`config.mk`:
```
export PLATFORM = sky130hd
export DESIGN_NAME = slot_timer_compare_capture
export DESIGN_NICKNAME = d
export VERILOG_FILES = /design/src/stcc_pkg.sv /design/src/slot_timer_compare_capture.sv /design/src/stcc_in_stage.sv /design/src/stcc_core.sv
export SDC_FILE = /design/constraint.sdc
export NUM_CORES = 1
export LEC_CHECK = 0
export ABC_AREA = 1
export BUFFER_PORTS_ARGS = -buffer_cell sky130_fd_sc_hd__buf_2
export CORE_MARGIN = 5
export CORE_UTILIZATION = 60
export CTS_CLUSTER_SIZE = 14
export DETAILED_ROUTE_END_ITERATION = 10
export GPL_ROUTABILITY_DRIVEN = 0
export PLACE_DENSITY = 0.83
export SLEW_MARGIN = 10
export SYNTH_ARGS = -nofsm -noshare
export SYNTH_HDL_FRONTEND = slang
export SYNTH_SLANG_ARGS = --single-unit
```
`constraint.sdc`:
```
create_clock -name i_clk -period 6.5 [get_ports i_clk]
set_input_delay 0.65 -clock i_clk [delete_from_list [all_inputs] [get_ports i_clk]]
set_output_delay 0.65 -clock i_clk [all_outputs]
set_load 0.05 [all_outputs]
```
`src/stcc_pkg.sv`:
```
// Shared types and constants for the slot timer with compare and capture.
package stcc_pkg;

    // Operation codes carried by each input item.
    typedef enum logic [2:0] {
        OP_TICK     = 3'd0,
        OP_CAPTURE  = 3'd1,
        OP_SCHEDULE = 3'd2,
        OP_CANCEL   = 3'd3,
        OP_READ     = 3'd4,
        OP_CLEAR    = 3'd5,
        OP_IRQ_EN   = 3'd6,
        OP_IRQ_DIS  = 3'd7
    } t_op;

    localparam int unsigned FIELD_W = 16;
    localparam logic [FIELD_W-1:0] SLOT_RESET = 16'd491;

    typedef struct packed {
        t_op                operation;
        logic [FIELD_W-1:0] compare_offset;
    } t_item;

    typedef struct packed {
        logic               slot_edge;
        logic               compare_fire;
        logic               capture_irq;
        logic [FIELD_W-1:0] captured_time;
        logic               capture_valid;
        logic [FIELD_W-1:0] counter_value;
    } t_result;

endpackage

```
`src/slot_timer_compare_capture.sv`:
```
// Top level of the slot timer with one compare and one capture channel.
//
// Slot timer in up mode. Each item carries an operation (tick, capture edge,
// schedule, cancel, read, clear, irq enable, irq disable) and a compare offset,
// and gives exactly one result. A tick advances the counter; a tick that finds
// the counter at or above slot_duration returns it to zero and raises
// slot_edge, so a slot is slot_duration + 1 ticks. An armed compare raises
// compare_fire on a tick whose new count equals the scheduled offset, in every
// slot until cancelled. A capture edge latches the counter and sets the capture
// flag; a second one before a clear sets overflow, which drops capture_valid.
// All result fields show state after the item. Rate: one item per clock while
// the result side is ready; each item passes the input register, then the
// result register, with the counter update and compare as the combinational
// path between them. Either side may stall without loss. slot_duration is
// written on the always-ready cfg channel; the user must write it only while
// no item is in flight, which the block does not enforce; it resets to 491.
// COUNT_WIDTH (8 to 32) sets the counter width; outputs show its low 16 bits.
module slot_timer_compare_capture #(
    parameter int COUNT_WIDTH = 16
) (
    input  logic        i_clk,
    input  logic        i_rst_n,
    // configuration write channel
    input  logic        i_cfg_valid,
    output logic        o_cfg_ready,
    input  logic [15:0] i_cfg_slot_duration,
    // item input channel
    input  logic        i_valid,
    output logic        o_ready,
    input  logic [2:0]  i_operation,
    input  logic [15:0] i_compare_offset,
    // result channel
    output logic        o_valid,
    input  logic        i_ready,
    output logic        o_slot_edge,
    output logic        o_compare_fire,
    output logic        o_capture_irq,
    output logic [15:0] o_captured_time,
    output logic        o_capture_valid,
    output logic [15:0] o_counter_value
);
    import stcc_pkg::*;

    logic [15:0] r_slot_duration;
    t_item       in_item;
    t_item       st_item;
    logic        st_valid;
    logic        core_ready;
    t_result     result;

    // config register, taken in any cycle
    assign o_cfg_ready = 1'b1;

    always_ff @(posedge i_clk) begin
        if (!i_rst_n) begin
            r_slot_duration <= SLOT_RESET;
        end else if (i_cfg_valid) begin
            r_slot_duration <= i_cfg_slot_duration;
        end
    end

    assign in_item.operation      = t_op'(i_operation);
    assign in_item.compare_offset = i_compare_offset;

    // stage 1: item register
    stcc_in_stage u_in_stage (
        .i_clk   (i_clk),
        .i_rst_n (i_rst_n),
        .i_valid (i_valid),
        .o_ready (o_ready),
        .i_item  (in_item),
        .o_valid (st_valid),
        .i_ready (core_ready),
        .o_item  (st_item)
    );

    // stage 2: state update and result register
    stcc_core #(
        .COUNT_WIDTH (COUNT_WIDTH)
    ) u_core (
        .i_clk           (i_clk),
        .i_rst_n         (i_rst_n),
        .i_slot_duration (r_slot_duration),
        .i_valid         (st_valid),
        .o_ready         (core_ready),
        .i_item          (st_item),
        .o_valid         (o_valid),
        .i_ready         (i_ready),
        .o_result        (result)
    );

    assign o_slot_edge     = result.slot_edge;
    assign o_compare_fire  = result.compare_fire;
    assign o_capture_irq   = result.capture_irq;
    assign o_captured_time = result.captured_time;
    assign o_capture_valid = result.capture_valid;
    assign o_counter_value = result.counter_value;

endmodule

```
`src/stcc_in_stage.sv`:
```
// Input register stage: holds one accepted item for the core.
module stcc_in_stage (
    input  logic           i_clk,
    input  logic           i_rst_n,
    input  logic           i_valid,
    output logic           o_ready,
    input  stcc_pkg::t_item i_item,
    output logic           o_valid,
    input  logic           i_ready,
    output stcc_pkg::t_item o_item
);
    import stcc_pkg::*;

    logic  r_valid;
    logic  n_valid;
    t_item r_item;

    // take a new item when empty or when the held one moves on this cycle
    assign o_ready = !r_valid || i_ready;
    assign n_valid = o_ready ? i_valid : r_valid;

    always_ff @(posedge i_clk) begin
        if (!i_rst_n) begin
            r_valid <= 1'b0;
        end else begin
            r_valid <= n_valid;
        end
    end

    always_ff @(posedge i_clk) begin
        if (o_ready && i_valid) begin
            r_item <= i_item;
        end
    end

    assign o_valid = r_valid;
    assign o_item  = r_item;

endmodule

```
`src/stcc_core.sv`:
```
// Timer state, per-item update logic and result register.
module stcc_core #(
    parameter int COUNT_WIDTH = 16
) (
    input  logic             i_clk,
    input  logic             i_rst_n,
    input  logic [15:0]      i_slot_duration,
    input  logic             i_valid,
    output logic             o_ready,
    input  stcc_pkg::t_item   i_item,
    output logic             o_valid,
    input  logic             i_ready,
    output stcc_pkg::t_result o_result
);
    import stcc_pkg::*;

    localparam int EXT_W = (COUNT_WIDTH > FIELD_W) ? COUNT_WIDTH : FIELD_W;

    logic [COUNT_WIDTH-1:0] r_count,   n_count;
    logic [COUNT_WIDTH-1:0] r_cmp,     n_cmp;
    logic                   r_armed,   n_armed;
    logic [COUNT_WIDTH-1:0] r_cap,     n_cap;
    logic                   r_flag,    n_flag;
    logic                   r_ovf,     n_ovf;
    logic                   r_irq_en,  n_irq_en;
    logic                   r_out_valid;
    t_result                r_res,     n_res;

    logic [COUNT_WIDTH-1:0] top;
    logic [COUNT_WIDTH-1:0] offset;
    logic [EXT_W-1:0]       count_ext;
    logic [EXT_W-1:0]       cap_ext;
    logic                   edge_hit;
    logic                   fire;
    logic                   accept;

    assign o_ready = !r_out_valid || i_ready;
    assign accept  = i_valid && o_ready;
    assign top     = COUNT_WIDTH'(i_slot_duration);
    assign offset  = COUNT_WIDTH'(i_item.compare_offset);

    always_comb begin
        n_count  = r_count;
        n_cmp    = r_cmp;
        n_armed  = r_armed;
        n_cap    = r_cap;
        n_flag   = r_flag;
        n_ovf    = r_ovf;
        n_irq_en = r_irq_en;
        edge_hit = 1'b0;
        fire     = 1'b0;
        case (i_item.operation)
            OP_TICK: begin
                if (r_count >= top) begin
                    n_count  = '0;
                    edge_hit = 1'b1;
                end else begin
                    n_count = r_count + COUNT_WIDTH'(1);
                end
                fire = r_armed && (n_count == r_cmp);
            end
            OP_CAPTURE: begin
                n_ovf  = r_ovf || r_flag;
                n_cap  = r_count;
                n_flag = 1'b1;
            end
            OP_SCHEDULE: begin
                n_cmp   = offset;
                n_armed = 1'b1;
            end
            OP_CANCEL: begin
                n_cmp   = '0;
                n_armed = 1'b0;
            end
            OP_READ: begin
            end
            OP_CLEAR: begin
                n_flag = 1'b0;
                n_ovf  = 1'b0;
            end
            OP_IRQ_EN: begin
                n_irq_en = 1'b1;
            end
            default: begin
                n_irq_en = 1'b0;
            end
        endcase

        count_ext = EXT_W'(n_count);
        cap_ext   = EXT_W'(n_cap);
        n_res.slot_edge     = edge_hit;
        n_res.compare_fire  = fire;
        n_res.capture_irq   = n_flag && n_irq_en;
        n_res.captured_time = cap_ext[FIELD_W-1:0];
        n_res.capture_valid = !n_ovf;
        n_res.counter_value = count_ext[FIELD_W-1:0];
    end

    always_ff @(posedge i_clk) begin
        if (!i_rst_n) begin
            r_count     <= '0;
            r_cmp       <= '0;
            r_armed     <= 1'b0;
            r_cap       <= '0;
            r_flag      <= 1'b0;
            r_ovf       <= 1'b0;
            r_irq_en    <= 1'b0;
            r_out_valid <= 1'b0;
        end else begin
            if (accept) begin
                r_count  <= n_count;
                r_cmp    <= n_cmp;
                r_armed  <= n_armed;
                r_cap    <= n_cap;
                r_flag   <= n_flag;
                r_ovf    <= n_ovf;
                r_irq_en <= n_irq_en;
            end
            if (o_ready) begin
                r_out_valid <= i_valid;
            end
        end
    end

    always_ff @(posedge i_clk) begin
        if (accept) begin
            r_res <= n_res;
        end
    end

    assign o_valid  = r_out_valid;
    assign o_result = r_res;

`ifndef SYNTHESIS
    // a wrap always leaves the counter at zero
    a_edge_zero: assert property (@(posedge i_clk) disable iff (!i_rst_n)
        (r_out_valid && r_res.slot_edge) |-> (r_res.counter_value == '0))
        else $error("slot edge with nonzero counter");

    // overflow can only be set while the capture flag is set
    a_ovf_flag: assert property (@(posedge i_clk) disable iff (!i_rst_n)
        r_ovf |-> r_flag)
        else $error("capture overflow without capture flag");

    // a compare pulse needs an armed channel; nothing changes it while shown
    a_fire_armed: assert property (@(posedge i_clk) disable iff (!i_rst_n)
        (r_out_valid && r_res.compare_fire) |-> r_armed)
        else $error("compare fire while disarmed");

    // every accepted item leaves a result in the register
    a_acc_res: assert property (@(posedge i_clk) disable iff (!i_rst_n)
        accept |=> r_out_valid)
        else $error("accepted item produced no result");

    // a held result does not move
    a_hold: assert property (@(posedge i_clk) disable iff (!i_rst_n)
        (r_out_valid && !i_ready) |=> $stable(r_res))
        else $error("held result changed");
`endif

endmodule

```
==> After elaboration in Yosys (flattened, before gate mapping) <==
Index checks and enable logic that the tools add are counted.
{ "word_totals": {"in_bits": 40, "elab_cells": 51, "reg_bits": 125, "out_inout_bits": 39} }
{ "op_classes": {"n_mux": 10, "n_eq_ne": 7, "addsub": 1, "n_reduce_logical": 14, "magnitude_cmp": 1} }
{ "ops": {"columns": ["operator", "count"], "rows": [
  ["$mux 16", 4],
  ["$pmux 16 s2", 1],
  ["$add 16x1->16 const B", 1],
  ["$eq 16x16->1", 1],
  ["$ge 16x16->1", 1],
  ["$eq 3x3->1 const B", 3],
  ["$pmux 1 s2", 4],
  ["$eq 3x2->1 const B", 2],
  ["$reduce_or 6->1", 1],
  ["$logic_and 1x1->1", 4],
  ["$eq 3x1->1 const B", 1],
  ["$logic_not 1->1", 3],
  ["$logic_not 3->1", 1],
  ["$logic_or 1x1->1", 3],
  ["$reduce_and 2->1", 1],
  ["$reduce_bool 2->1", 1],
  ["$mux 1", 1]
]} }

==> Depth between registers and ports, before layout <==
{ "logic_depth": {"word_depth": 5, "mapped_depth": 18, "ltp_nobuf": 18} }

==> Modules after synthesis <==
From an unflattened synthesis, not the netlist that was laid out.
{ "hier_totals": {"cells_unflattened": 722, "hier_area_um2": 5929.4} }
{ "by_module_without_submodules": {"columns": ["module", "cells_per_inst", "seq_area_each_um2", "area_each_um2", "n_inst"], "rows": [
  ["stcc_core", 606, 2142.1, 4645.7, 1],
  ["slot_timer_compare_capture", 90, 320.3, 661.9, 1],
  ["stcc_in_stage", 26, 590.6, 621.8, 1]
]} }

==> Worst setup path before layout <==
No wires, ideal clock.
{ "synth_path": {"path_type": "input to register", "startpoint": "input i_ready", "endpoint": "register u_core.r_res, in the netlist u_core.o_result[0], enable pin", "t_arrival_ns": 2.149, "slack_ns": 3.937, "cell_stages": 5, "n_path_buf": 1, "required_ns": 6.086, "setup_time_ns": 0.414, "path_cell_list": "inv_1 > nand2_1 > nand2_1 > inv_2 > clkbuf_1"} }
{ "synth_via": {"elab_chain_len": 2} }
{ "synth_lines": {"columns": ["element", "line", "text"], "rows": [
  ["start, declared", "slot_timer_compare_capture.sv:34", "input logic i_ready,"],
  ["$logic_or 1x1->1", "stcc_core.sv:37", "assign o_ready = !r_out_valid || i_ready;"],
  ["$logic_and 1x1->1", "stcc_core.sv:38", "assign accept = i_valid && o_ready;"],
  ["via u_core.accept", "stcc_core.sv:35", "logic accept;"],
  ["end signal, assigned", "stcc_core.sv:127", "r_res <= n_res;"],
  ["end, declared", "stcc_core.sv:27", "t_result r_res, n_res;"]
]} }
The timed path passes the listed nets, and every way through them passes these cells.
A chain may end at the register's enable or synchronous reset.

==> Worst setup path in the final report <==
{ "layout_path": {"startpoint": "register u_core.r_count[13]", "endpoint": "register u_core.r_res, in the netlist u_core.o_result[34] (data pin)"} }
{ "layout_via": {"elab_chain_len": 5, "word_cells_on_any_way": 6, "classes_between": "add/sub: 1; order compare: 1; eq/ne: 1; mux: 2; reduce/logical: 1"} }
{ "layout_lines": {"columns": ["element", "line", "text"], "rows": [
  ["start, declared", "stcc_core.sv:19", "logic [COUNT_WIDTH-1:0] r_count, n_count;"],
  ["start signal, assigned", "stcc_core.sv:111", "r_count <= n_count;"],
  ["$add 16x1->16 or $ge 16x16->1 (tied branches)", "stcc_core.sv:58, stcc_core.sv:54", null],
  ["$mux 16 (*)", "stcc_core.sv:54", "if (r_count >= top) begin"],
  ["$mux 16 (*)", "stcc_core.sv:52", "case (i_item.operation)"],
  ["$eq 16x16->1 (*)", "stcc_core.sv:60", "fire = r_armed && (n_count == r_cmp);"],
  ["$logic_and 1x1->1 (*)", "stcc_core.sv:60", null]
]} }
Mark *: on every way between the ends. The rest lies on a longest branch, timed or not. The select of a mux whose other input is x is not followed.

==> metrics.txt <==
Slew HR 35.0%; Seq/Total Area, Yosys 53.1%; DRT Pass-1 Iters 5; post-CTS setup buffers 0; total number of vias 4987; filler cell count 705; Sequential Power Share 42.4%; PostCTS Resize Cnt 0; Top delay family on crit path simple AND/OR/NAND/NOR gates; Static Leak 0.00310 uW; Synth Warn # 0; Yosys cell types 29; DIE HEIGHT 108 um; CP Max Fanout 25; Vias/cell 5.48; Crit path required time 6.88 ns; worst vdd ir 0.000209 V; hold_buf cts 0; final worst-path setup slack 3.83 ns; die width 108 um; die area 0.0116 mm2; Slew @ Worst Pin 0.973 ns; initial drt markers 395; Crit-path slowest cell nor2_2; CTS max path bufs 2; flop2flop setup slack 3.83 ns; endpoints failing setup 0; Total GRT Usage 24.7%; startpoint types flip-flop; port bufs 77; core footprint 0.00928 mm2; dpl ws 3.95 ns; Top Ports 79; max-cap violations 0; CTS Buf Count 17; minimum clock period after layout 2.67 ns; number of synthesized flops with an enable pin 55; CP Capture Type flip-flop; starting density of the core 61.9%; prevailing post-synth register cell dfxtp_1; PwrDens 310 mW/mm2; first-pass GRT wire length 22.3 mm; switching part of the total 26.0%; Peak Freq 0.374 GHz; Seq cells post-synth 125; layout cells sized above 1 15.9%; syn nets 755; antenna cells 0; Final Hold Viols 0; HPWL Detailed 9.40 mm; Routed WL 13.6 mm; Clock transition at path regs 0.06 ns; skew final 0.00924 ns; period utilization 41.1%; drt wl/cell 14.9 um; Hold WC Path Type primary input to flip-flop; crit path cell chain ha_1, a21oi_1, o21ai_0, nor2_2, nand2_1, inv_2, nand2_1, nand2_1, nand2_1, nor2_1, nand3_1, nor2_1; CP Buf/Inv Count 1; Slew Limit Fails 0; RSZ-0062 raised after global routing no; CP Class flip-flop to flip-flop; TritonCTS clock tree yes; Final TNS setup 0 ns; Overflow after GRT 0; Largest stage delay, worst path 0.72 ns; antenna violations before repair 0; H-Tree Depth 4; outcome finished clean; Root Buffer clkbuf_8; Clock Power Share 45.9%; DRC Markers 0; CP most frequent cell nand2_1; Int Pwr 1560 uW; largest net degree at the start of global routing 59; Final ANT Viol Nets 0; # clock sinks 125; area grow syn2layout 18.3%; Synth Instances 698; area of the mapped netlist 0.00575 mm2; clock latency on the worst-skew pair 0.52 ns; Combinational Power Share 11.7%; Mapped Avg Cell Area 8.23 um2; vias in the first global route 4766; switching power of the nets 548 uW; asr flop ratio synth 0%; Worst EP arrival 3.05 ns; row count 35; fin nets 825
-- flip-flops by register name, summed over array words and instances, names as in the netlist --
signal / count
u_core.r_armed: 1
u_core.r_cap: 16
u_core.r_count: 16
u_in_stage.o_item: 19
u_core.o_valid: 1
u_core.r_flag: 1
u_core.o_result: 36
r_slot_duration: 16
u_in_stage.o_valid: 1
u_core.r_ovf: 1
u_core.r_irq_en: 1
u_core.r_cmp: 16
-- cells in the mapped netlist (5+ instances only) --
cell type	count	area, um2
nand4_1	18	113
o21ai_0	80	400
o21ai_1	5	25.0
ha_1	17	213
nand3_1	24	120
edfxtp_1	55	1650
inv_1	107	402
clkbuf_1	21	78.8
nor2_1	53	199
dfxtp_1	70	1400
buf_4	5	37.5
xor2_1	10	87.6
nand2_1	147	552
a21oi_1	59	295
-- routing by layer --
layer / vias to the layer above / part of all wire (%) / global-route usage [%]
li1: 2414 / - / -
met1: 2298 / 40 / 30.0
met2: 229 / 49 / 41.7
met3: 46 / 7.1 / 5.88
met4: 0 / 3.4 / 11.0
met5: - / 0 / 0
-- cell type report --
| type | count | area [um2] | share of cell area, % |
|---|---|---|---|
| Timing Repair Buffer | 80 | 408 | 6.00 |
| Tap cell | 129 | 161 | 2.37 |
| Clock buffer | 18 | 418 | 6.15 |
| Sequential cell | 125 | 3050 | 44.9 |
| Multi-Input combinational cell | 432 | 2140 | 31.5 |
| Inverter | 112 | 420 | 6.18 |
| Clock inverter | 14 | 194 | 2.85 |
-- layout by cell type, fill, tap and decap left out --
master and n:
a21oi_1 59, buf_2 77, buf_4 3, bufinv_16 4, clkbuf_1 1, clkbuf_16 16
clkbuf_8 1, clkinv_1 2, clkinv_2 2, clkinv_4 5, clkinvlp_4 1, conb_1 1
dfxtp_1 70, edfxtp_1 55, ha_1 17, inv_1 107, inv_2 4, inv_6 1
mux2i_1 1, nand2_1 147, nand2_2 1, nand3_1 24, nand3_2 2, nand3b_1 2
nand4_1 18, nor2_1 53, nor2_2 4, nor2_4 2, nor3_1 3, o21a_1 1
o21ai_0 80, o21ai_1 5, o21ai_2 1, o22ai_1 1, xor2_1 10
-- power groups by stage --
stage	clock network, uW	registers [uW]	logic, uW
6_report	968	894	246
5_1_grt	1020	899	273
4_1_cts	975	894	244
3_5_place_dp	0	910	240
3_3_place_gp	0	908	232
2_1_floorplan	0	949	137
-- metrics by stage --
step / utilization (%) / instances / total power [uW] / hold slack, ns / cell area [um2]
3_3_place_gp: 66.6 / 878 / 1140 / 0.459 / 6190
2_1_floorplan: - / 698 / 1090 / 0.435 / 5750
4_1_cts: 73.2 / 910 / 2110 / 0.291 / 6800
6_report: 73.2 / 910 / 2110 / 0.301 / 6800
3_5_place_dp: 66.6 / 878 / 1150 / 0.463 / 6190
5_1_grt: 73.2 / 910 / 2190 / 0.286 / 6800
-- cell families after synthesis --
kind of cell	count (synthesis)	synth area share [%]
and+or+nand+nor	256	18.9
AOI/OAI and AO/OA	147	12.9
buffers and inverters	141	9.56
DFF	125	53.1
adders and majority gates	17	3.70
xor gates and xnor gates	10	1.52
other	1	0.0653
muxes	1	0.174
-- path summary, 6_finish.rpt --
| kind | cells past startpoint | to | from |
|---|---|---|---|
| worst max-delay path | 12 | u_core.o_result[34]$_SDFFCE_PP0P_ | u_core.r_count[13]$_SDFFE_PN0P_ |
| worst min-delay path | 1 | u_in_stage.o_item[16]$_DFFE_PP_ | i_operation[0] |
| worst max register to register | 12 | u_core.o_result[34]$_SDFFCE_PP0P_ | u_core.r_count[13]$_SDFFE_PN0P_ |
| worst min register to register | 2 | r_slot_duration[9]$_SDFFE_PN0P_ | r_slot_duration[9]$_SDFFE_PN0P_ |
No activity file was read; power rests on OpenSTA's default activity.
